===== config.mk =====
export PLATFORM = sky130hd
export DESIGN_NAME = sptr_ram
export DESIGN_NICKNAME = d
export VERILOG_FILES = /design/src/design/sptr_ram.sv
export SDC_FILE = /design/constraint.sdc
export NUM_CORES = 1
export LEC_CHECK = 0
export BUFFER_PORTS_ARGS = -buffer_cell sky130_fd_sc_hd__clkbuf_2
export CAP_MARGIN = 0
export CORE_UTILIZATION = 58
export CTS_BUF_LIST = sky130_fd_sc_hd__clkbuf_8
export CTS_CLUSTER_SIZE = 40
export DETAILED_ROUTE_END_ITERATION = 6
export GPL_TIMING_DRIVEN = 0
export HOLD_SLACK_MARGIN = 0.06
export PLACE_DENSITY_LB_ADDON = 0.1
export SLEW_MARGIN = 40
export SYNTH_ARGS = -nofsm -noshare
export SYNTH_HDL_FRONTEND = slang
export SYNTH_SLANG_ARGS = --single-unit

===== constraint.sdc =====
create_clock -name clk -period 4.36 [get_ports clk]
set_clock_uncertainty 0.1 [all_clocks]
set_input_delay 0 -clock clk [delete_from_list [all_inputs] [get_ports clk]]
set_output_delay 0 -clock clk [all_outputs]
set_load 0.02 [all_outputs]

===== src/design/sptr_ram.sv =====
// ----------------------------------------------------------------------------
// sptr_ram
// Simple dual-port synchronous RAM, one write and one registered read port.
// ----------------------------------------------------------------------------
module sptr_ram #(
  parameter int ADDR_W = 6,
  parameter int DATA_W = 8,
  parameter int DEPTH  = 64
) (
  input  logic              clk,
  input  logic              we,
  input  logic [ADDR_W-1:0] waddr,
  input  logic [DATA_W-1:0] wdata,
  input  logic              re,
  input  logic [ADDR_W-1:0] raddr,
  output logic [DATA_W-1:0] rdata
);

  logic [DATA_W-1:0] mem [DEPTH];

  always_ff @(posedge clk) begin
    if (we) begin
      mem[waddr] <= wdata;
    end
  end

  always_ff @(posedge clk) begin
    if (re) begin
      rdata <= mem[raddr];
    end
  end

endmodule


==> results.py <==
metrics = {
    "setup_path": {
        "r2r_setup_slack_ps": 2020,
        "path_class": "input port to flip-flop",
        "crit_path_cell_trace": "dlygate4sd3_1 -> clkbuf_1 -> nor2b_1 -> nand3_1 -> nor2_1",
        "slowest_delay_ps": 880,
        "timing.critical_path.buf_inv": 2,
        "crit_path_max_fanout": 10,
        "critPathTopFamily": "simple AND/OR/NAND/NOR gates",
        "cp-start-kind": "input port",
        "critical_path_arrival_ps": 2570,
        "setup.worst_path.end_class": "flip-flop",
        "crit_required_ps": 4510,
        "crit_path_top_delay_cell": "nor2_1",
    },
    "placed_design": {
        "hpwl_um": 29300,
        "io_buffers": 22,
        "gp_congestion": 0.960,
    },
    "timing": {
        "fmax_mhz": 413,
        "finalHoldViolCount": 0,
        "finalCritPeriodShare_pct": 55.5,
        "max_slew.worst_pin.slew_ps": 878,
        "slew_headroom_pct": 41.5,
        "post-route-min-period_ps": 2420,
        "setup_viol": 0,
        "rsz0062_at_grt": "no",
        "tns_ps": 0,
        "drv_slew": 0,
    },
    "cts": {
        "cts_max_path_buffers": 3,
        "cts-hold-fix-buffers": 15,
        "cts_tree": "yes",
        "cts.htree.levels": 3,
        "cts_resized": 0,
        "clock_latency_ps": 630,
        "cts_setup_buffers": 0,
        "cts_root_buf": "clkbuf_8",
        "clkTransAtPathRegs_ps": 60,
        "clock-sinks": 520,
        "cts_made_buffers": 79,
    },
    "cells_and_area": {
        "fin_nets": 1081,
        "area_delta_synth_final_pct": 11.3,
        "drive_gt1_share_pct": 28.5,
        "diodes": 0,
        "fillers": 2323,
    },
    "pwr": {
        "power_frac_seq_pct": 57.5,
        "p_clk_share_pct": 36.6,
        "pwr_density_cell_mw_per_mm2": 429,
        "switching_share_pct": 22.7,
        "ir_drop_uv": 269,
        "power_switching_uw": 2190,
        "p_int_uw": 7470,
        "power_uw": 9660,
        "leakage_uw": 0.00711,
        "p_comb_share_pct": 5.9,
    },
    "logic_synthesis": {
        "synth_fp_nets": 963,
        "syn_avg_cell_area_um2": 21.5,
        "ys_seq_area_share_pct": 77.1,
        "synth_cell_types": 39,
        "yosysWarnings": 0,
        "synth_area_mm2": 0.0202,
        "ys_seq_elements": 520,
        "syn_inst": 940,
    },
    "global_route": {
        "grt_pass1_wl_um": 68200,
        "antenna_found_initial": 1,
        "grt_usage_pct": 27.6,
        "grt_max_degree": 65,
        "globalRoute.totalOverflow": 0,
        "grt_pass1_vias": 10100,
    },
    "floorplanning": {
        "die-area_mm2": 0.0357,
        "coreArea_mm2": 0.0345,
        "rows": 68,
        "die_w_um": 189,
        "pin_count": 31,
        "start_util_pct": 58.8,
        "dieHeight_um": 189,
    },
    "route": {
        "routedWlPerCell_um": 29.9,
        "drt_pass1_iterations": 5,
        "ant_nets": 0,
        "num_vias": 10100,
        "drtIter0Drc": 1187,
        "drc": 0,
        "routed_wl_um": 47100,
        "drt-vias-per-instance": 6.39,
    },
    "flow_run": {
        "drv_cap": 0,
    },
    "status": {
        "status": "finished clean",
    },
    "hold_path": {
        "hold_class": "input port to flip-flop",
    },
}
## cell usage after synthesis (all sizes together)
library cell	instances	area, µm²
nand2b	7	43.8
a21oi	3	15.0
clkbuf	17	63.8
mux2i	23	230
and2	1	6.26
o221a	2	22.5
o41ai	2	17.5
nand3b	3	22.5
a221oi	6	52.6
nor2	83	312
nand4	2	12.5
o21a	2	15.0
o22ai	8	50.1
nor3	7	35.0
edfxtp	520	15600
o221ai	8	70.1
buf	34	253
a2111oi	2	17.5
nand2	19	71.3
a22oi	3	22.5
mux4	126	2840
mux2	13	146
o2111ai	3	26.3
nor2b	14	87.6
a31oi	1	6.26
o2bb2ai	3	26.3
o21ai	4	20.0
o32ai	2	17.5
or3	1	6.26
nand4b	1	8.76
nand3	13	65.1
o311ai	1	8.76
a211oi	4	30.0
nor4	2	12.5
## cells in the final DEF (no fill, tap or decap), drive strengths merged, types with 4 or more instances in the layout
master,instances
nor3,7
inv,28
nand2b,7
nand2,19
a221oi,6
mux4,126
mux2,13
mux2i,23
nor2,83
a211oi,4
edfxtp,520
dlygate4sd3,15
nor2b,14
o221ai,8
nand3,13
o21ai,4
clkinv,32
o22ai,8
clkbuf,120
buf,34
## state kept, by name, indices dropped and copies added (netlist names)
signal / flops
rdata: 8
mem: 512
## logic make-up (layout without fill, tap and decap cells)
group                  count (synthesis)  count (layout)  synth area share (%)
AOI/OAI and AO/OA                     54              54                  2.06
DFF                                  520             520                  77.1
muxes                                162             162                  15.9
and+or+nand+nor                      153             153                  3.37
buffers and inverters                 51             229                  1.56
## layout make-up
type                       instances  area [µm²]  share of cell area, %
clock inverter                    60         238                   1.05
multi-input combinational        369        4400                   19.5
tap                              455         569                   2.53
buffer                            51         320                   1.42
timing repair buffer              37         280                   1.24
clock buffer                      81        1110                   4.95
sequential                       520       15600                   69.3
## power by group through the flow
| stage | clock [µW] | sequential [µW] | combinational, µW |
|---|---|---|---|
| after floorplan | 0 | 5670 | 295 |
| after global placement | 0 | 5660 | 539 |
| after detailed placement | 0 | 5660 | 552 |
| after CTS | 3580 | 5560 | 562 |
| after global routing | 3770 | 5560 | 594 |
| final | 3540 | 5560 | 567 |
## metal layers
| layer | global-route usage, % | wire length (µm) | up-vias |
|---|---|---|---|
| li1 | - | - | 4181 |
| met1 | 40.8 | 19500 | 5240 |
| met2 | 39.7 | 21400 | 552 |
| met3 | 7.13 | 4760 | 83 |
| met4 | 11.3 | 1390 | 0 |
| met5 | 0 | 0 | - |
## worst paths after layout
path / from / endpoint / cells past startpoint
worst max-delay path: waddr[2] / mem[29][6] / 5
worst min-delay path: wdata[1] / mem[0][1] / 1
worst max register to register: mem[16][4] / rdata[4] / 5
worst min register to register: mem[34][1] / rdata[1] / 4
## metrics by stage
step	setup slack, ps	util, %	hold WS, ps	area [µm²]	std cells
after CTS	1910	65.3	63.6	22500	1573
after floorplan	2430	-	-1.13	20200	940
after global placement	1240	60.7	245	20900	1417
after global routing	1900	65.4	81.9	22500	1573
after detailed placement	1250	60.9	256	21000	1417
final	1940	65.4	47.3	22500	1573
No activity file was read; power rests on OpenSTA's default activity.
