===== src/design/sptr_pkg.sv =====
// ----------------------------------------------------------------------------
// sptr_pkg
// Shared types and constants for the sparse triplet fast transpose block.
// ----------------------------------------------------------------------------
package sptr_pkg;

  localparam int MAX_TERMS = 63;
  localparam int MAX_DIM   = 64;

  localparam int FLD_W   = 6;                        // row/col field width
  localparam int DIM_W   = $clog2(MAX_DIM);          // column table address
  localparam int CNT_W   = $clog2(MAX_TERMS + 1);    // term count, positions
  localparam int TA_W    = $clog2(2 * MAX_TERMS);    // triplet store address
  localparam int TDEPTH  = 2 * MAX_TERMS;            // terms, then sorted copy
  localparam int REG_W   = 7;
  localparam int VAL_W   = 32;

  localparam logic REG_ROW_COUNT = 1'b0;
  localparam logic REG_COL_COUNT = 1'b1;

  typedef struct packed {
    logic                    has_term;
    logic [FLD_W-1:0]        term_row;
    logic [FLD_W-1:0]        term_col;
    logic signed [VAL_W-1:0] term_value;
    logic                    last_term;
  } in_item_t;

  typedef struct packed {
    logic                    is_header;
    logic [REG_W-1:0]        out_row;
    logic [REG_W-1:0]        out_col;
    logic signed [VAL_W-1:0] out_value;
    logic                    out_last;
  } out_item_t;

  typedef struct packed {
    logic [FLD_W-1:0] row;
    logic [FLD_W-1:0] col;
    logic [VAL_W-1:0] value;
  } triplet_t;

  localparam int TRIP_W = $bits(triplet_t);

  typedef enum logic [2:0] {
    ST_CLEAR,
    ST_LOAD,
    ST_PREFIX,
    ST_SCATTER,
    ST_EMIT
  } state_t;

endpackage


===== src/design/sptr_outq.sv =====
// ----------------------------------------------------------------------------
// sptr_outq
// Two-entry result queue between the sequencer and the output channel.
// ----------------------------------------------------------------------------
module sptr_outq (
  input  logic                clk,
  input  logic                rst,
  input  logic                push,
  input  sptr_pkg::out_item_t push_item,
  output logic                valid,
  input  logic                ready,
  output sptr_pkg::out_item_t item,
  output logic [1:0]          count
);
  import sptr_pkg::*;

  out_item_t slot [2];
  logic      wr_ptr;
  logic      rd_ptr;
  logic      pop;

  assign valid = (count != 2'd0);
  assign pop   = valid && ready;
  assign item  = slot[rd_ptr];

  always_ff @(posedge clk) begin
    if (rst) begin
      wr_ptr <= 1'b0;
      rd_ptr <= 1'b0;
      count  <= 2'd0;
    end else begin
      if (push) begin
        wr_ptr <= ~wr_ptr;
      end
      if (pop) begin
        rd_ptr <= ~rd_ptr;
      end
      count <= count + {1'b0, push} - {1'b0, pop};
    end
  end

  always_ff @(posedge clk) begin
    if (push) begin
      slot[wr_ptr] <= push_item;
    end
  end

endmodule


===== config.mk =====
export PLATFORM = sky130hd
export DESIGN_NAME = sptr_outq
export DESIGN_NICKNAME = d
export VERILOG_FILES = /design/src/design/sptr_pkg.sv /design/src/design/sptr_outq.sv
export SDC_FILE = /design/constraint.sdc
export NUM_CORES = 1
export LEC_CHECK = 0
export BUFFER_PORTS_ARGS = -buffer_cell sky130_fd_sc_hd__buf_2
export CORE_ASPECT_RATIO = 1.2
export CORE_MARGIN = 10
export CORE_UTILIZATION = 34
export DETAILED_ROUTE_END_ITERATION = 7
export PLACE_DENSITY_LB_ADDON = 0.1
export SYNTH_ARGS = -nofsm -noshare
export SYNTH_HDL_FRONTEND = slang
export SYNTH_SLANG_ARGS = --single-unit

===== constraint.sdc =====
create_clock -name clk -period 4.66 [get_ports clk]
set_input_delay 0.466 -clock clk [delete_from_list [all_inputs] [get_ports clk]]
set_output_delay 0.466 -clock clk [all_outputs]
set_load 0.01 [all_outputs]

==> key figures, run 1 <==
Setup path
  – Reg2Reg Setup Slack: 2.90 ns
  – Crit path kind: reg -> out
  – Register-to-Register Path Depth: 2
  – Worst-path maximum fanout: 32
  – CP Data Required Time: 4.19 ns
  – Worst R2R Start: wr_ptr
  – Arr. time, crit path: 2.22 ns
  – RR Endpoint: slot[1][19]
  – CP Capture Type: output port
  – CP Launch Type: flop

Floorplanning
  – I/O pins: 103
  – Initial Util: 34.6%
  – Die ar.: 15700 um2
  – Die height: 135 um
  – Cell row count: 42
  – Die width: 116 um
  – Core outline area: 10900 um2

Drt
  – Initial DRC count: 43
  – Vias/cell: 4.50
  – Detailed Routing Iterations Pass 1: 4
  – Drt wl/cell: 17.6 um
  – Number of vias in the routed layout: 1881
  – Post-Route WL: 7350 um
  – Final ANT Viol Nets: 0
  – DRC: 0

Clock network
  – # hold bufs at CTS: 0
  – Clock transition at path regs: 0.06 ns
  – Htree depth: 3
  – Postcts setup bufs: 0
  – Number of buffers created by CTS: 9
  – Root buf cell: clkbuf_16
  – Clock Sinks: 101
  – Bufs on Longest Clock Path: 2
  – Post-CTS Resized: 0
  – Clock latency at the later pin of the worst-skew pair: 0.33 ns
  – Clock tree from TritonCTS: yes

Global route
  – Largest net degree at the start of global routing: 33
  – Gr usage total: 9.53%
  – Initial antenna violation count: 0
  – Overflow left after global routing: 0
  – First-pass GRT wire length: 11300 um
  – Number of global-route vias before repair: 2108

Synth
  – EDFF count, synth: 96
  – Synth top area share: 76.3%
  – Cells after synthesis: 171
  – Post-synthesis sequential area ratio: 78.9%
  – Post-synth top cells: edfxtp_1, mux2_2, mux2_4
  – Yosys cell types: 15
  – Mapped Nets: 225
  – Synth area leader: edfxtp_1
  – Dominant synthesized flop cell: edfxtp_1
  – Yosys warnings: 0
  – Post-Syn Area: 3780 um2
  – FFs w/ async S/R, synth: 0%
  – Synth Area per Inst: 22.1 um2
  – FF+latch count, synth: 101
  – Top cells by area, synth: edfxtp_1, mux2_2, mux2_4
  – Most common cell in the netlist: edfxtp_1

Finish
  – Nets: 336
  – Antenna cell count: 0
  – Layout cells sized above 1: 59.1%
  – P&R area growth vs syn: 24.2%
  – Final instance count without filler cells: 418

Worst hold path
  – Hold depth: 1
  – Hold EP: slot[0][25]
  – Worst Hold Class: in -> reg
  – Hold Crit Start: push_item[25]

STA
  – Max Transition Viols Final: 0
  – Count of final hold-check violations: 0
  – Final min period: 2.69 ns
  – Peak Freq: 372 MHz
  – Final Cycle Share: 57.7%
  – RSZ-0062 raised after global routing: no
  – Worst Tran Pin Value: 0.908 ns
  – Slew HR: 39.4%
  – Setup TNS: 0 ns
  – Clock Skews: 0.00486 ns
  – Final Setup Violations: 0

Run status
  – Status: finished, final reports clean

Power and ir drop
  – Worst vdd ir: 0.271 mV
  – Sw frac: 24.6%
  – Lkg Pwr: 1.81 nW
  – Sw power: 0.000547 W
  – Clock power frac: 28.8%
  – Cell Pwr Density: 474 nW/um2
  – Logic pwr share: 20.6%
  – Internal power: 0.00168 W
  – Seq pwr share: 50.7%

Place
  – PortBufs: 102
  – # placed instances: 403
  – Post-DP HPWL: 5080 um
  – Gpl congestion: 0.661

Flow run
  – Max-capacitance violation count: 0
## worst max-delay path by stage
stage / start / endpoint / depth (start not counted)
finish: flop / item[6] / 3
floorplan: push / slot[0][0] / 1
global placement: flop / item[5] / 3
global route: flop / item[6] / 3
CTS: flop / item[6] / 3
detailed placement: flop / item[6] / 3
## stage by stage
stage	hold WS [ns]	setup WS (ns)	cell area, um2	utilization [%]	total power [W]
floorplan	0.496	1.60	3780	-	0.00145
global placement	0.562	2.29	4440	40.6	0.00162
detailed placement	0.578	2.27	4440	40.6	0.00162
CTS	0.305	1.88	4690	42.9	0.00226
global route	0.307	1.82	4690	42.9	0.00234
finish	0.317	1.97	4690	42.9	0.00222
## worst max-delay path, stage by stage, from the launching register on
cell and delay (ns):
dfxtp_2 0.93, buf_4 0.43, mux2_2 0.38, buf_2 0.14
## layout by cell type, fill, tap and decap left out, drive strengths merged
cell / n
xnor3: 1
buf: 105
or2: 1
edfxtp: 96
xnor2: 1
inv: 2
clkinv: 4
dfxtp: 5
ha: 2
nor2: 3
nor2b: 3
mux2: 50
and2: 1
clkbuf: 11
o21a: 1
## cell families after synthesis
family	after synthesis	share of synthesized area, %
compound gates	1	0.199
mux	50	16.9
flops	101	78.9
buf+inv	7	1.36
fa+ha+maj	2	0.662
xor+xnor	2	0.828
simple gates	8	1.13
## area by class of cell
cell class,count,area (um2)
clock buffer,11,233
tap,132,165
clock inverter,4,16.3
sequential,101,2980
timing repair buffer,105,533
multi-input combinational,63,753
inverter,2,7.51
fill,1028,6240
## power groups by stage
stage,combinational [W],sequential (W),clock (W)
2_1_floorplan,0.000335,0.00111,0
3_3_place_gp,0.000471,0.00115,0
3_5_place_dp,0.000472,0.00115,0
4_1_cts,0.000474,0.00113,0.000658
5_1_grt,0.000500,0.00114,0.000702
6_report,0.000457,0.00113,0.000640
## sequential cells by signal, summed over array words and instances, names as in the netlist, named ones only
register	cells
count	2
rd_ptr	1
wr_ptr	1
slot	96
## layer usage
metal	up-vias	global-route usage, %	share of wire (%)
li1	887	-	-
met1	927	10.5	40
met2	58	15.4	51
met3	9	4.08	8.0
met4	0	4.60	1.3
met5	-	0	0
(Power assumes the default switching activity.)
==> run 2: changes to the inputs <==
==> constraint.sdc (replaced) <==
create_clock -name clk -period 2.7 [get_ports clk]
set_input_delay 0.27 -clock clk [delete_from_list [all_inputs] [get_ports clk]]
set_output_delay 0.27 -clock clk [all_outputs]
set_load 0.01 [all_outputs]
==> key figures, run 2 (same netlist as run 1, synthesis figures left out) <==
Setup path
  – CP Launch Type: flop
  – Critical path cell sequence: buf_4 -> mux2_2 -> buf_2
  – CP Capture Type: output port
  – Worst path max stage delay: 0.41 ns (-0.52 ns)
  – Slowest CP cell: mux2_2
  – Register-to-Register Path Depth: 2 (unchanged)
  – CP Data Required Time: 2.43 ns (-1.76 ns)
  – Worst-path maximum fanout: 27 (-16%)
  – Arr. time, crit path: 1.58 ns (-0.64 ns)
  – Crit path kind: reg -> out

Global route
  – Gr usage total: 9.89% (+0.36 points)
  – Initial antenna violation count: 1 (+1)
  – First-pass GRT wire length: 11600 um (+2.1%)
  – Largest net degree at the start of global routing: 49 (+48%)
  – GRT Max-Usage Layer: met2
  – Met2 GRT Util: 15.6% (+0.22 points)
  – Met3 Use GR: 4.61% (+0.53 points)
  – Number of global-route vias before repair: 2151 (+2.0%)
  – Met1 Use GR: 10.4% (-0.13 points)
  – Overflow left after global routing: 0 (unchanged)

Floorplanning
  – I/O pins: 103 (unchanged)
  – Core outline area: 10900 um2 (unchanged)
  – Cell row count: 42 (unchanged)
  – Die height: 135 um (unchanged)
  – Die ar.: 15700 um2 (unchanged)
  – Initial Util: 34.6% (unchanged)
  – Die width: 116 um (unchanged)

Finish
  – Commonest non-fill, non-tap cell in the layout: buf_2
  – Nets: 337 (+0.30%)
  – Most frequent cells in the layout: buf_2, edfxtp_1, mux2_2, mux2_4, clkbuf_16
  – Max reg flops: 96 (unchanged)
  – Fill cells: 1002 (-2.5%)
  – Most flops, register: slot
  – Design Area, Final: 4750 um2 (+1.1%)
  – P&R area growth vs syn: 25.6%
  – Layout cells sized above 1: 59.7% (+0.63 points)
  – Top flop regs: slot: 96 flops, count: 2 flops
  – Antenna cell count: 0 (unchanged)

Run status
  – Status: finished, final reports clean

Drt
  – Drt wl/cell: 17.9 um (+1.7%)
  – Vias/cell: 4.55 (+1.1%)
  – Detailed Routing Iterations Pass 1: 4 (unchanged)
  – Post-Route WL: 7510 um (+2.2%)
  – Number of vias in the routed layout: 1910 (+1.5%)
  – Initial DRC count: 62 (+44%)
  – Final ANT Viol Nets: 0 (unchanged)
  – DRC: 0 (unchanged)

Clock network
  – Postcts setup bufs: 0 (unchanged)
  – Root buf cell: clkbuf_16
  – Clock transition at path regs: 0.07 ns (about the same)
  – Clock Sinks: 101 (unchanged)
  – Clock latency at the later pin of the worst-skew pair: 0.34 ns (about the same)
  – Htree depth: 3 (unchanged)
  – Post-CTS Resized: 0 (unchanged)
  – Bufs on Longest Clock Path: 2 (unchanged)
  – # hold bufs at CTS: 0 (unchanged)
  – Clock tree from TritonCTS: yes
  – Number of buffers created by CTS: 9 (unchanged)

STA
  – Count of final hold-check violations: 0 (unchanged)
  – Final Setup Violations: 0 (unchanged)
  – Setup TNS: 0 ns (unchanged)
  – Slew HR: 51.9% (+12 points)
  – PnR worst setup slack: 0.850 ns (-1.12 ns)
  – Max Transition Viols Final: 0 (unchanged)
  – Peak Freq: 541 MHz
  – Clock Skews: 0.00450 ns (-0.000359 ns)
  – Final min period: 1.85 ns
  – Min Hold Slack: 0.116 ns (-0.202 ns)
  – RSZ-0062 raised after global routing: no
  – Worst Tran Pin Value: 0.721 ns (-0.187 ns)
  – Final Cycle Share: 68.5%

Flow run
  – Max-capacitance violation count: 0 (unchanged)

Place
  – Gpl congestion: 0.662 (+0.11%)
  – Post-DP HPWL: 5070 um (-0.18%)
  – Area of placed instances: 4460 um2 (+0.45%)
  – PortBufs: 102 (unchanged)
  – Pre-CTS setup slack: 1.17 ns (-1.09 ns)

Power and ir drop
  – Tot Pwr: 0.00398 W (+79%)
  – Lkg Pwr: 1.83 nW (+1.2%)
  – Worst vdd ir: 0.357 mV (+32%)
  – Cell Pwr Density: 838 nW/um2 (+77%)

Worst hold path
  – Hold depth: 1 (unchanged)
  – Worst Hold Class: in -> reg
run 2: cell count changes in the layout (fill, tap and decap cells not counted), sizes merged:
cell      previous run  this run
clkbuf              11        10
bufinv               0         1
buf                105       106
clkinvlp             0         1
run 2: metal layers:
metal,share of wire [%],up-vias
met5,0.17,-
met4,2.0,2
met3,10,11
met2,47,76
met1,41,931
li1,-,890
run 2: cell type report:
class,count,area (um2),area share (%)
clock buffer,10,229,4.82
clock inverter,6,53.8,1.13
inverter,2,7.51,0.158
multi-input combinational,63,753,15.9
sequential,101,2980,62.9
tap,132,165,3.48
timing repair buffer,106,553,11.7
run 2: final timing paths:
kind,start,endpoint,slack (ns)
worst min-delay path,push_item[24],slot[1][24],0.12
worst min register to register,wr_ptr,wr_ptr,0.58
worst max register to register,wr_ptr,slot[1][12],1.21
worst max-delay path,flop,item[5],0.85
run 2: power breakdown:
group	internal [W]	total, W	switching, W	leakage [nW]
Clock	0.000707	0.00123	0.000525	0.135
Sequential	0.00184	0.00188	0.0000375	0.943
Combinational	0.000448	0.000864	0.000416	0.750
run 2: stage by stage:
step           std cells  util, %
2_1_floorplan        171        -
3_3_place_gp         404     40.8
3_5_place_dp         404     40.8
4_1_cts              420     43.4
5_1_grt              420     43.4
6_report             420     43.4
run 2: worst max-delay path: cells and delay by family, from the launching register on:
kind                   cells  cell delay [ns]
buffers and inverters      2             0.51
DFF                        1             0.32
muxes                      1             0.41
==> run 3: changes to the inputs <==
==> constraint.sdc (replaced) <==
create_clock -name clk -period 1.6 [get_ports clk]
set_input_delay 0.16 -clock clk [delete_from_list [all_inputs] [get_ports clk]]
set_output_delay 0.16 -clock clk [all_outputs]
set_load 0.01 [all_outputs]
==> key figures, run 3 (same netlist as run 1, synthesis figures left out) <==
Run status
  – Status: finished, final reports clean

Setup path
  – Crit path kind: reg -> out
  – Worst R2R Start: count[1]
  – Arr. time, crit path: 1.43 ns (-0.15 ns)
  – Crit path max-delay family: flip-flops
  – RR Endpoint: count[1]
  – CP Capture Type: output port
  – Worst path max stage delay: 0.37 ns (-0.04 ns)
  – CP Launch Type: flop
  – Slowest CP cell: dfxtp_4
  – Crit path buf inv count: 2 (unchanged)
  – Worst-path maximum fanout: 25 (-7.4%)
  – CP Data Required Time: 1.44 ns (-0.99 ns)
  – Critical path cell sequence: buf_12 -> mux2_2 -> buf_2
  – Reg2Reg Setup Slack: 0.20 ns (-1.01 ns)
  – Register-to-Register Path Depth: 6 (+4)

Floorplanning
  – I/O pins: 103 (unchanged)
  – Initial Util: 34.6% (unchanged)
  – Die height: 135 um (unchanged)
  – Core outline area: 10900 um2 (unchanged)
  – Cell row count: 42 (unchanged)
  – Die ar.: 15700 um2 (unchanged)
  – Die width: 116 um (unchanged)

Place
  – PortBufs: 102 (unchanged)
  – Gpl congestion: 0.643 (-2.9%)
  – Pre-CTS setup slack: 0.219 ns (-0.956 ns)
  – Area of placed instances: 4540 um2 (+1.7%)
  – Post-DP HPWL: 5120 um (+1.0%)

STA
  – Min Hold Slack: 0.0145 ns (-0.101 ns)
  – RSZ-0062 raised after global routing: yes
  – Clock Skews: 0.00447 ns (-0.0000278 ns)
  – Count of final hold-check violations: 0 (unchanged)
  – Slew HR: 87.8% (+36 points)
  – PnR worst setup slack: 0.0134 ns (-0.837 ns)
  – Setup TNS: 0 ns (unchanged)
  – Final min period: 1.59 ns
  – Final Setup Violations: 0 (unchanged)
  – Max Transition Viols Final: 0 (unchanged)
  – Worst Tran Pin Value: 0.183 ns (-0.538 ns)
  – Peak Freq: 630 MHz
  – Final Cycle Share: 99.2%

Finish
  – Max reg flops: 96 (unchanged)
  – Antenna cell count: 0 (unchanged)
  – Top flop regs: slot: 96 flops, count: 2 flops
  – P&R area growth vs syn: 36.2%
  – Most frequent cells in the layout: buf_2, edfxtp_1, dlygate4sd3_1, mux2_2, mux2_4
  – Design Area, Final: 5140 um2 (+8.4%)
  – Layout cells sized above 1: 54.9% (-4.9 points)
  – Commonest non-fill, non-tap cell in the layout: buf_2
  – Most flops, register: slot
  – Nets: 368 (+9.2%)

Worst hold path
  – Worst Hold Class: in -> reg
  – Hold depth: 1 (unchanged)
  – Hold Crit Start: push_item[8]
  – Hold EP: slot[1][8]

Clock network
  – Clock tree from TritonCTS: yes
  – Clock transition at path regs: 0.06 ns (about the same)
  – Number of buffers created by CTS: 9 (unchanged)
  – Bufs on Longest Clock Path: 2 (unchanged)
  – Clock latency at the later pin of the worst-skew pair: 0.34 ns (about the same)
  – Htree depth: 3 (unchanged)
  – Postcts setup bufs: 0 (unchanged)
  – Clock Sinks: 101 (unchanged)
  – Root buf cell: clkbuf_16

Global route
  – First-pass GRT wire length: 11600 um (+0.42%)
  – Initial antenna violation count: 0 (-1)
  – Gr usage total: 9.83% (-0.061 points)
  – Largest net degree at the start of global routing: 26 (-47%)
  – Number of global-route vias before repair: 2227 (+3.5%)
  – Overflow left after global routing: 0 (unchanged)

Power and ir drop
  – Tot Pwr: 0.00687 W (+73%)
  – Worst vdd ir: 0.605 mV (+70%)
  – Lkg Pwr: 2.00 nW (+9.3%)
  – Cell Pwr Density: 1330 nW/um2 (+59%)

Drt
  – Final ANT Viol Nets: 0 (unchanged)
  – DRC: 0 (unchanged)
  – Number of vias in the routed layout: 2015 (+5.5%)
  – Vias/cell: 4.47 (-1.8%)
  – Initial DRC count: 72 (+16%)
  – Detailed Routing Iterations Pass 1: 4 (unchanged)
  – Post-Route WL: 7600 um (+1.2%)
  – Drt wl/cell: 16.8 um (-5.8%)

Flow run
  – Max-capacitance violation count: 0 (unchanged)
[run 3: cell count changes in the layout (fill, tap and decap cells not counted), sizes merged]
cell	delta
buf	+2
dlygate4sd3	+29
clkinv	-1
clkbuf	+1
[run 3: routing by layer]
metal | global-route usage [%] | routed length, um | vias up
met5 | 0 | 0 | -
met4 | 5.85 | 149 | 0
met3 | 3.63 | 517 | 13
met2 | 16.1 | 3850 | 65
met1 | 10.6 | 3080 | 984
li1 | - | - | 953
[run 3: worst register-to-register path: stages, from the launching register on]
cell and delay (ns):
dfxtp_1 0.34, o21a_1 0.22, ha_1 0.27, inv_1 0.05
ha_1 0.14, xnor3_1 0.21, nor2_1 0.11
[run 3: layout make-up]
type                            count  area (um2)
Inverter                            2        7.51
Multi-Input combinational cell     63         768
Fill cell                         974        5790
Timing Repair Buffer              137         933
Clock inverter                      5        51.3
Clock buffer                       11         233
Sequential cell                   101        2990
Tap cell                          132         165
[run 3: how the worst max path moves through the flow]
stage,startpoint,end,slack [ns],depth (start not counted)
after floorplan,wr_ptr,slot[0][0],0.12,1
after global placement,count[0],count[1],0.26,6
after detailed placement,count[1],count[1],0.22,6
after CTS,flop,item[15],-0.006,3
after global routing,flop,item[3],-0.04,3
final,flop,item[7],0.01,3
[run 3: where the power goes]
group / internal, W / switching [W] / total [W]
Combinational: 0.000888 / 0.000714 / 0.00160
Sequential: 0.00311 / 0.0000710 / 0.00318
Clock: 0.00120 / 0.000881 / 0.00208
Total: 0.00520 / 0.00167 / 0.00687
[run 3: repair_timing]
item / 4_1_cts / 5_1_grt
endpoints found under the setup margin: 20 / 27
gates cloned: 0 / 0
endpoints found under the hold margin: 52 / 5
hold buffers: 26 / 3
resized for setup: 4 / 3
[run 3: metrics by stage]
stage          util, %  instances
4_1_cts           46.6        448
3_5_place_dp      41.5        406
3_3_place_gp      41.5        406
2_1_floorplan        -        171
5_1_grt           47.1        451
6_report          47.1        451
