`src/design/sptr_pkg.sv`:
```
// ----------------------------------------------------------------------------
// sptr_pkg
// Shared types and constants for the sparse triplet fast transpose block.
// ----------------------------------------------------------------------------
package sptr_pkg;

  localparam int MAX_TERMS = 63;
  localparam int MAX_DIM   = 64;

  localparam int FLD_W   = 6;                        // row/col field width
  localparam int DIM_W   = $clog2(MAX_DIM);          // column table address
  localparam int CNT_W   = $clog2(MAX_TERMS + 1);    // term count, positions
  localparam int TA_W    = $clog2(2 * MAX_TERMS);    // triplet store address
  localparam int TDEPTH  = 2 * MAX_TERMS;            // terms, then sorted copy
  localparam int REG_W   = 7;
  localparam int VAL_W   = 32;

  localparam logic REG_ROW_COUNT = 1'b0;
  localparam logic REG_COL_COUNT = 1'b1;

  typedef struct packed {
    logic                    has_term;
    logic [FLD_W-1:0]        term_row;
    logic [FLD_W-1:0]        term_col;
    logic signed [VAL_W-1:0] term_value;
    logic                    last_term;
  } in_item_t;

  typedef struct packed {
    logic                    is_header;
    logic [REG_W-1:0]        out_row;
    logic [REG_W-1:0]        out_col;
    logic signed [VAL_W-1:0] out_value;
    logic                    out_last;
  } out_item_t;

  typedef struct packed {
    logic [FLD_W-1:0] row;
    logic [FLD_W-1:0] col;
    logic [VAL_W-1:0] value;
  } triplet_t;

  localparam int TRIP_W = $bits(triplet_t);

  typedef enum logic [2:0] {
    ST_CLEAR,
    ST_LOAD,
    ST_PREFIX,
    ST_SCATTER,
    ST_EMIT
  } state_t;

endpackage

```
`src/design/sptr_ctrl.sv`:
```
// ----------------------------------------------------------------------------
// sptr_ctrl
// Sequencer: load, column prefix, scatter, emit and clear passes over the
// triplet store and the column table.
// ----------------------------------------------------------------------------
module sptr_ctrl (
  input  logic                          clk,
  input  logic                          rst,
  input  logic                          in_valid,
  output logic                          in_ready,
  input  sptr_pkg::in_item_t            in_data,
  input  logic [sptr_pkg::REG_W-1:0]    row_count,
  input  logic [sptr_pkg::REG_W-1:0]    col_count,
  output logic                          tram_we,
  output logic [sptr_pkg::TA_W-1:0]     tram_waddr,
  output logic [sptr_pkg::TRIP_W-1:0]   tram_wdata,
  output logic                          tram_re,
  output logic [sptr_pkg::TA_W-1:0]     tram_raddr,
  input  logic [sptr_pkg::TRIP_W-1:0]   tram_rdata,
  output logic                          cram_we,
  output logic [sptr_pkg::DIM_W-1:0]    cram_waddr,
  output logic [sptr_pkg::CNT_W-1:0]    cram_wdata,
  output logic                          cram_re,
  output logic [sptr_pkg::DIM_W-1:0]    cram_raddr,
  input  logic [sptr_pkg::CNT_W-1:0]    cram_rdata,
  output logic                          q_push,
  output sptr_pkg::out_item_t           q_item,
  input  logic [1:0]                    q_count,
  input  logic                          q_pop
);
  import sptr_pkg::*;

  state_t            state;
  state_t            state_next;
  logic [CNT_W-1:0]  loaded;
  logic [REG_W-1:0]  hdr_rows;
  logic [REG_W-1:0]  hdr_cols;

  logic              inc_v;
  logic [DIM_W-1:0]  inc_col;
  logic              pw_v;
  logic [DIM_W-1:0]  pw_addr;
  logic [CNT_W-1:0]  pw_data;
  logic [DIM_W-1:0]  rq_addr;
  logic [CNT_W-1:0]  cram_fwd;

  logic [DIM_W:0]    pc;
  logic              pv;
  logic [DIM_W-1:0]  paddr;
  logic [CNT_W-1:0]  run;

  logic [CNT_W-1:0]  sc;
  logic              s1_v;
  logic              s2_v;
  triplet_t          s2_term;
  triplet_t          trd;

  logic [CNT_W:0]    ec;
  logic              e_v;
  logic              e_hdr;
  logic              e_last;

  logic [DIM_W-1:0]  cc;

  logic              accept;
  logic              store;
  logic              prefix_rd;
  logic              prefix_done;
  logic              sc_issue;
  logic              scatter_done;
  logic              e_issue;
  logic              emit_done;
  logic              clear_done;

  assign trd      = triplet_t'(tram_rdata);
  assign cram_fwd = (pw_v && (pw_addr == rq_addr)) ? pw_data : cram_rdata;

  assign in_ready = (state == ST_LOAD);
  assign accept   = in_valid && in_ready;
  assign store    = accept && in_data.has_term
                    && ({1'b0, in_data.term_col} < col_count)
                    && ({1'b0, in_data.term_col} < REG_W'(MAX_DIM))
                    && (loaded < CNT_W'(MAX_TERMS));

  assign prefix_rd    = (state == ST_PREFIX) && (pc < (DIM_W + 1)'(MAX_DIM));
  assign prefix_done  = (state == ST_PREFIX) && (pc == (DIM_W + 1)'(MAX_DIM));
  assign sc_issue     = (state == ST_SCATTER) && (sc < loaded);
  assign scatter_done = (state == ST_SCATTER) && (sc == loaded) && !s1_v && !s2_v;
  assign e_issue      = (state == ST_EMIT) && (ec <= {1'b0, loaded})
                        && ((3'(q_count) + 3'(e_v)) <= (3'd1 + 3'(q_pop)));
  assign emit_done    = (state == ST_EMIT) && (ec > {1'b0, loaded}) && !e_v;
  assign clear_done   = (state == ST_CLEAR) && (cc == DIM_W'(MAX_DIM - 1));

  // next state
  always_comb begin
    state_next = state;
    case (state)
      ST_CLEAR:   if (clear_done) state_next = ST_LOAD;
      ST_LOAD:    if (accept && in_data.last_term) state_next = ST_PREFIX;
      ST_PREFIX:  if (prefix_done) state_next = ST_SCATTER;
      ST_SCATTER: if (scatter_done) state_next = ST_EMIT;
      ST_EMIT:    if (emit_done) state_next = ST_CLEAR;
      default:    state_next = ST_CLEAR;
    endcase
  end

  // memory and queue drive
  always_comb begin
    tram_we    = 1'b0;
    tram_waddr = TA_W'(in_data.term_col);
    tram_wdata = {in_data.term_row, in_data.term_col, in_data.term_value};
    tram_re    = 1'b0;
    tram_raddr = TA_W'(sc);
    cram_we    = 1'b0;
    cram_waddr = inc_col;
    cram_wdata = cram_fwd + CNT_W'(1);
    cram_re    = 1'b0;
    cram_raddr = in_data.term_col;

    if (store) begin
      tram_we    = 1'b1;
      tram_waddr = TA_W'(loaded);
      cram_re    = 1'b1;
    end
    if (prefix_rd) begin
      cram_re    = 1'b1;
      cram_raddr = pc[DIM_W-1:0];
    end
    if (sc_issue) begin
      tram_re    = 1'b1;
      tram_raddr = TA_W'(sc);
    end
    if (s1_v) begin
      cram_re    = 1'b1;
      cram_raddr = DIM_W'(trd.col);
    end
    if (e_issue) begin
      tram_re    = 1'b1;
      tram_raddr = TA_W'(MAX_TERMS - 1) + TA_W'(ec);
    end

    if (inc_v) begin
      cram_we    = 1'b1;
      cram_waddr = inc_col;
      cram_wdata = cram_fwd + CNT_W'(1);
    end
    if (pv) begin
      cram_we    = 1'b1;
      cram_waddr = paddr;
      cram_wdata = run;
    end
    if (s2_v) begin
      // row and column swap places in the sorted copy
      tram_we    = 1'b1;
      tram_waddr = TA_W'(MAX_TERMS) + TA_W'(cram_fwd);
      tram_wdata = {s2_term.col, s2_term.row, s2_term.value};
      cram_we    = 1'b1;
      cram_waddr = DIM_W'(s2_term.col);
      cram_wdata = cram_fwd + CNT_W'(1);
    end
    if (state == ST_CLEAR) begin
      cram_we    = 1'b1;
      cram_waddr = cc;
      cram_wdata = '0;
    end

    q_push = e_v;
    if (e_hdr) begin
      q_item = '{is_header: 1'b1, out_row: hdr_cols, out_col: hdr_rows,
                 out_value: VAL_W'(loaded), out_last: e_last};
    end else begin
      q_item = '{is_header: 1'b0, out_row: REG_W'(trd.row), out_col: REG_W'(trd.col),
                 out_value: trd.value, out_last: e_last};
    end
  end

  // control registers
  always_ff @(posedge clk) begin
    if (rst) begin
      state  <= ST_CLEAR;
      loaded <= '0;
      inc_v  <= 1'b0;
      pw_v   <= 1'b0;
      pc     <= '0;
      pv     <= 1'b0;
      run    <= '0;
      sc     <= '0;
      s1_v   <= 1'b0;
      s2_v   <= 1'b0;
      ec     <= '0;
      e_v    <= 1'b0;
      cc     <= '0;
    end else begin
      state <= state_next;
      inc_v <= store;
      pw_v  <= cram_we;
      pv    <= prefix_rd;
      s1_v  <= sc_issue;
      s2_v  <= s1_v;
      e_v   <= e_issue;

      if (emit_done) begin
        loaded <= '0;
      end else if (store) begin
        loaded <= loaded + CNT_W'(1);
      end

      if (state == ST_PREFIX) begin
        pc <= pc + (DIM_W + 1)'(1);
      end else begin
        pc <= '0;
      end
      if (state != ST_PREFIX) begin
        run <= '0;
      end else if (pv) begin
        run <= run + cram_fwd;
      end

      if (state != ST_SCATTER) begin
        sc <= '0;
      end else if (sc_issue) begin
        sc <= sc + CNT_W'(1);
      end

      if (state != ST_EMIT) begin
        ec <= '0;
      end else if (e_issue) begin
        ec <= ec + (CNT_W + 1)'(1);
      end

      if (state == ST_CLEAR) begin
        cc <= cc + DIM_W'(1);
      end else begin
        cc <= '0;
      end
    end
  end

  // payload registers
  always_ff @(posedge clk) begin
    inc_col <= in_data.term_col;
    pw_addr <= cram_waddr;
    pw_data <= cram_wdata;
    paddr   <= pc[DIM_W-1:0];
    s2_term <= trd;
    e_hdr   <= (ec == '0);
    e_last  <= (ec == {1'b0, loaded});
    if (cram_re) begin
      rq_addr <= cram_raddr;
    end
    if (accept && in_data.last_term) begin
      hdr_rows <= row_count;
      hdr_cols <= col_count;
    end
  end

endmodule

```
`config.mk`:
```
export PLATFORM = sky130hd
export DESIGN_NAME = sptr_ctrl
export DESIGN_NICKNAME = d
export VERILOG_FILES = /design/src/design/sptr_pkg.sv /design/src/design/sptr_ctrl.sv
export SDC_FILE = /design/constraint.sdc
export NUM_CORES = 1
export LEC_CHECK = 0
export BUFFER_PORTS_ARGS = -buffer_cell sky130_fd_sc_hd__buf_2
export CORE_MARGIN = 10
export CORE_UTILIZATION = 54
export CTS_CLUSTER_SIZE = 16
export DETAILED_ROUTE_END_ITERATION = 8
export PLACE_DENSITY = 0.95
export SYNTH_ARGS = -nofsm -noshare
export SYNTH_HDL_FRONTEND = slang
export SYNTH_SLANG_ARGS = --single-unit
```
`constraint.sdc`:
```
create_clock -name clk -period 7.76 [get_ports clk]
set_clock_uncertainty 0.1 [all_clocks]
set_input_delay 0 -clock clk [delete_from_list [all_inputs] [get_ports clk]]
set_output_delay 0 -clock clk [all_outputs]
set_load 0.01 [all_outputs]
```
==> results of run 1 <==
==> sequential cells by signal, indices dropped and copies added (netlist names), 3 cells and up <==
name,flops
inc_col,6
pc,7
pw_addr,6
s2_term,44
loaded,6
hdr_cols,7
ec,7
sc,6
state,3
hdr_rows,7
pw_data,6
rq_addr,6
run,6
paddr,6
cc,6
==> critical path, stage by stage, from the launching register on <==
cell      delay [ns]
edfxtp_1        0.38
xor2_1          0.20
or3_1           0.54
nor2_1          0.30
mux2_2          0.42
ha_1            0.28
a21o_1          0.18
a21oi_1         0.25
o21ai_0         0.18
a21o_1          0.19
a21oi_1         0.21
mux2i_1         0.20
==> power breakdown <==
part | switching (uW) | total (uW) | leakage [uW] | internal (uW)
registers | 7.78 | 744 | 0.00114 | 736
logic | 76.6 | 157 | 0.00272 | 80.1
clock network | 325 | 870 | 0.000307 | 545
==> area by class of cell <==
class	count	area share, %
antenna	3	0.0804
clock buffer	23	5.24
clock inverter	9	1.46
inverter	37	1.49
multi-input combinational	480	37.7
sequential	137	31.6
tap	168	2.25
timing repair buffer	312	20.3
==> stage by stage <==
step           cells  power [uW]  utilization, %  cell area (um^2)  worst slack, ns
3_5_place_dp    1069         878            66.5              8050             4.46
2_1_floorplan    684         811               -              6730             4.71
6_report        1169        1770            77.1              9330             4.27
3_3_place_gp    1069         873            66.5              8050             4.57
4_1_cts         1166        1750            77.0              9330             4.37
5_1_grt         1169        1810            77.1              9330             4.11
==> synth_stat cells, types with 4 or more instances <==
| library cell | instances |
|---|---|
| o211ai_1 | 4 |
| ha_1 | 35 |
| xnor2_1 | 18 |
| buf_1 | 5 |
| and3_1 | 4 |
| nand2_1 | 41 |
| nor2_1 | 53 |
| o21ai_0 | 38 |
| nor2b_1 | 32 |
| edfxtp_1 | 20 |
| nand3_1 | 19 |
| xor2_1 | 11 |
| and2_1 | 6 |
| o31ai_1 | 5 |
| a211oi_1 | 5 |
| nor3b_1 | 4 |
| a21o_1 | 7 |
| mux2_2 | 65 |
| nor3_1 | 5 |
| mux2i_1 | 29 |
| inv_1 | 36 |
| dfxtp_1 | 117 |
| or3_1 | 7 |
| nand4_1 | 8 |
| clkbuf_1 | 21 |
| or4_1 | 6 |
| a21oi_1 | 36 |
==> per-layer routing <==
layer | share of wire, % | vias to the layer above
met5 | 0 | -
met4 | 4.7 | 0
met3 | 9.2 | 104
met2 | 51 | 487
met1 | 35 | 3230
li1 | - | 3020
==> final timing paths <==
| kind | to | slack [ns] | cells after the start |
|---|---|---|---|
| worst max-delay path | run[5] | 4.27 | 11 |
| worst min-delay path | loaded[3] | 0.06 | 5 |
| worst max register to register | run[5] | 4.27 | 11 |
| worst min register to register | paddr[4] | 0.36 | 0 |
==> logic make-up (layout without fill, tap and decap cells) <==
logic type / count (synthesis) / count (layout) / share of synthesized area (%)
flip-flops: 137 / 137 / 43.8
adder cells (fa/ha/maj): 37 / 37 / 7.11
XOR/XNOR: 29 / 29 / 3.78
AO/OA/AOI/OAI: 117 / 117 / 10.7
buffers and inverters: 67 / 381 / 3.98
other: 0 / 3 / 0
AND/OR/NAND/NOR: 203 / 203 / 15.5
multiplexers: 94 / 94 / 15.2
==> what timing repair did <==
action	4_1_cts	5_1_grt
hold endpoints to repair	78	0
setup endpoints to repair	0	0
hold buffers	65	0
==> impl_results.md, run 1 <==
* Core box area at 12,100 um^2
* Pwr Density at 190 nW/um^2
* Starting Density at 55.5%
* Worst path arrival time at 3.75 ns
* Global-route wire length before repair at 41.0 mm
* Syn_area_per_cell at 9.83 um^2
* Grt ovf at 0
* Port-buffer cells at 245
* Worst R2R Start: rq_addr[0]
* Inserted Clock Buffers at 17
* RSZ-0062 raised after global routing: false
* CTS sink count at 137
* Routed WL at 27.0 mm
* Gr busiest metal: met2
* GP Congestion at 0.974
* Syn nets at 837
* Final min period at 3.49 ns
* Post-CTS setup buffers at 0
* Max Fclk at 0.286 GHz
* Hold Crit Start: in_valid
* Crit share post-route at 45.0%
* Static Leak at 0.00417 uW
* Setup TNS Final at 0 ns
* Hold WS at 0.0619 ns
* Clock slew seen by the registers of the worst setup and hold paths at 0.06 ns
* Startpoint types: flip-flop
* GR Util met3 at 8.27%
* Leading register cell type out of synthesis: dfxtp_1
* Mapped Area at 6730 um^2
* Max-Cap Viols at 0
* Detail Placement HPWL at 17.2 mm
* Required time of the critical path at 8.01 ns
* Total die area at 17,300 um^2
* Sequential area share after synthesis at 43.8%
* CTS root buf: clkbuf_16
* Chip Width at 132 um
* Sequential cell area at 2950 um^2
* Ranking of synthesized cells by area: dfxtp_1 (35%), mux2_2 (11%), edfxtp_1 (8.9%)
* Drt pass-1 iters at 7
* CTS Buffer Depth at 2
* Layout cells sized above 1 at 35.3%
* Total GRT Usage at 29.6%
* Layout fillers at 767
* Row cnt at 40
* Multi-input gate area at 3510 um^2
* Final setup viols at 0
* Synth top area share at 34.8%
* Status: completed
* EDFF count, synth at 20
* Synth warn at 0
* H-tree levels at 4
* Setup crit start: rq_addr[0]
* Largest area contributor in the synthesized netlist: dfxtp_1
* HP Class: input port to flip-flop
* Nets at 1,138
* Most common library cell in the layout ignoring fill and taps: buf_2
* Initial drt markers at 970
* Most frequent cells in the layout: buf_2 (245), dfxtp_1 (115), mux2_2 (65), dlygate4sd3_1 (65), nor2_1 (53)
* Synthesized netlist cell count at 684
* Yosys reg bits at 137
* Total I/O pin count at 246
* Max Slew Vio Count at 0
* CTS resizes at 0
* Slew HR at 33.7%
* CP Capture Type: flip-flop
* Ys async rst share at 0%
* Worst VDD drop at 0.172 mV
* Worst-Skew Late Latency at 0.43 ns
* Via count at 6,841
* DRT antenna net count at 0
* CP Max Fanout at 10
* TritonCTS clock tree: yes
* GRT met2 Usage at 53.4%
* Chip Height at 132 um
* Detailed-route DRC error count at 0
* Syn-to-layout area delta at 38.8%
* Via/cell ratio at 5.85
* Worst Tran Pin Value at 0.995 ns
* Initial antenna violation count at 3
* Fin. Hold Viols at 0
* Vias in the first global route at 7,228
* Wire per inst at 23.1 um
* Largest net degree at the start of global routing at 48
* Setup CP Type: flip-flop to flip-flop
* M1 GR Usage at 30.6%
* Netlist cell types at 59
No activity file was read; power rests on OpenSTA's default activity.
==> run 2: changes to the inputs <==
Settings changed: ABC_AREA set to 1, CORE_UTILIZATION 54 to 45, PLACE_DENSITY 0.95 to 0.85.
Clock period 7.76 ns to 3.2 ns, I/O delays scaled along.
==> run 2 against run 1 <==
  * Sequential share of layout area down 0.68 points
  * Power rose to 3.0 times the previous value
  * Design area up 2.2%
  * Routed wire length down 10%
  * Combinational power rose to 8.7 times the previous value
  * Sequential cell count unchanged
  * Setup slack worse by 3.9 ns
  * Worst hold slack worse by 0.021 ns
  * Critical path type is now flip-flop to primary output
  * Largest power group is now registers
==> impl_results.md, run 2 <==
* Worst path arrival time at 2.77 ns
* Ranking of synthesized cells by area: dfxtp_1 (34%), nand2_1 (13%), edfxtp_1 (8.7%)
* CTS root buf: clkbuf_16
* Max Slew Vio Count at 0
* GP Congestion at 0.970
* Detailed-route DRC error count at 0
* Hold-fix buffers at CTS at 67
* CP Max Fanout at 12
* Worst Tran Pin Value at 0.779 ns
* Static Leak at 0.00493 uW
* Drt pass-1 iters at 6
* Synth cell count leaders: nand2_1 (245), inv_1 (135), dfxtp_1 (117)
* Core box area at 15,100 um^2
* Syn_area_per_cell at 7.45 um^2
* Sequential area share after synthesis at 42.9%
* Pwr Total at 5380 uW
* Biggest register: s2_term
* Worst-Skew Late Latency at 0.42 ns
* Largest area contributor in the synthesized netlist: dfxtp_1
* Placed Area at 8270 um^2
* Syn nets at 1,075
* Netlist cell types at 49
* Synth warn at 0
* Inserted Clock Buffers at 17
* Leading register cell type out of synthesis: dfxtp_1
* Pwr Density at 564 nW/um^2
* Synthesized netlist cell count at 922
* Final min period at 2.87 ns
* Final setup viols at 0
* Grt ovf at 0
* Starting Density at 45.5%
* Total GRT Usage at 22.9%
* Clock slew seen by the registers of the worst setup and hold paths at 0.06 ns
* Wire per inst at 16.9 um
* Setup CP Type: flip-flop to primary output
* End-of-flow core utilization at 63.2%
* Total die area at 20,600 um^2
* CTS sink count at 137
* Count leader, synth: nand2_1
* DRT antenna net count at 0
* CTS Buffer Depth at 2
* Initial drt markers at 411
* Synth top area share at 34.1%
* Chip Height at 144 um
* Layout cells sized above 1 at 26.2%
* Port-buffer cells at 245
* Max-Cap Viols at 0
* Post-CTS setup buffers at 0
* Worst VDD drop at 0.390 mV
* Slew HR at 47.5%
* Total I/O pin count at 246
* Largest net degree at the start of global routing at 48
* Crit share post-route at 89.6%
* Final Instance Area at 9540 um^2
* Setup TNS Final at 0 ns
* Max reg flops at 44
* Row cnt at 45
* EDFF count, synth at 20
* Detail Placement HPWL at 18.4 mm
* HP Class: input port to flip-flop
* Via count at 7,195
* CTS resizes at 0
* Vias in the first global route at 7,110
* Mapped Area at 6870 um^2
* Ys async rst share at 0%
* Global-route wire length before repair at 37.1 mm
* Required time of the critical path at 3.10 ns
* RSZ-0062 raised after global routing: false
* Max Fclk at 0.349 GHz
* Chip Width at 144 um
* CP Capture Type: primary output
* Syn-to-layout area delta at 38.9%
* Status: completed
* H-tree levels at 4
* Yosys reg bits at 137
* Most frequent cells in the layout: nand2_1 (245), buf_2 (245), inv_1 (135)
* Initial antenna violation count at 0
* Fin. Hold Viols at 0
* TritonCTS clock tree: yes
* Routed WL at 24.3 mm
* Startpoint types: flip-flop
* Nets at 1,387
* Via/cell ratio at 5.01
==> run 2: metal layers <==
layer	wire length [um]	global-route usage [%]	share of wire, %	vias to the layer above
li1	-	-	-	3552
met1	10000	28.2	41	3334
met2	12100	38.3	50	265
met3	1580	5.38	6.5	44
met4	606	7.95	2.5	0
met5	0	0	0	-
==> run 2: final timing paths <==
check,startpoint,endpoint,slack (ns),cells past startpoint
worst max-delay path,loaded[0],tram_waddr[1],0.33,10
worst min-delay path,cram_rdata[5],pw_data[5],0.04,7
worst max register to register,rq_addr[5],run[5],0.50,17
worst min register to register,pc[3],paddr[3],0.28,0
==> run 2: where the power goes <==
part | internal, uW | total, uW | leakage [uW] | switching (uW)
Sequential | 1940 | 2050 | 0.00115 | 113
Clock | 1190 | 1960 | 0.000300 | 769
Combinational | 502 | 1370 | 0.00348 | 870
Total | 3630 | 5380 | 0.00493 | 1750
==> run 2: final cells by class <==
type                    instances  area [um^2]
diodes                          1         2.50
fillers                      1338         5550
repair buffers                321         1960
well taps                     188          235
clock buffers                  21          492
clock inverters                11          104
flip-flops and latches        137         2950
inverters                     140          526
multi-input cells             617         3270
==> run 2: worst max-delay path: stages, from the launching register on <==
cell,delay [ns]
dfxtp_1,0.45
ha_1,0.23
nand3_1,0.13
nor3_1,0.27
nor3_1,0.08
nand2_1,0.38
buf_4,0.26
a21oi_1,0.07
o21ai_0,0.13
o21ai_0,0.17
buf_2,0.18
==> run 2: cell families after synthesis <==
family,count (synthesis),share of synthesized area [%]
muxes,6,0.984
DFF,137,42.9
and+or+nand+nor,426,27.1
xor gates and xnor gates,13,1.66
AOI/OAI and AO/OA,135,11.0
buffers and inverters,168,9.49
adders and majority gates,37,6.96
==> run 2: metrics by stage <==
stage          setup WS [ns]  std cells  hold WS (ns)
5_1_grt               0.0955       1435        0.0577
6_report               0.333       1436        0.0411
3_3_place_gp           0.663       1336        0.0143
4_1_cts                0.376       1435        0.0198
2_1_floorplan          0.768        922       -0.0723
3_5_place_dp           0.545       1336        0.0172
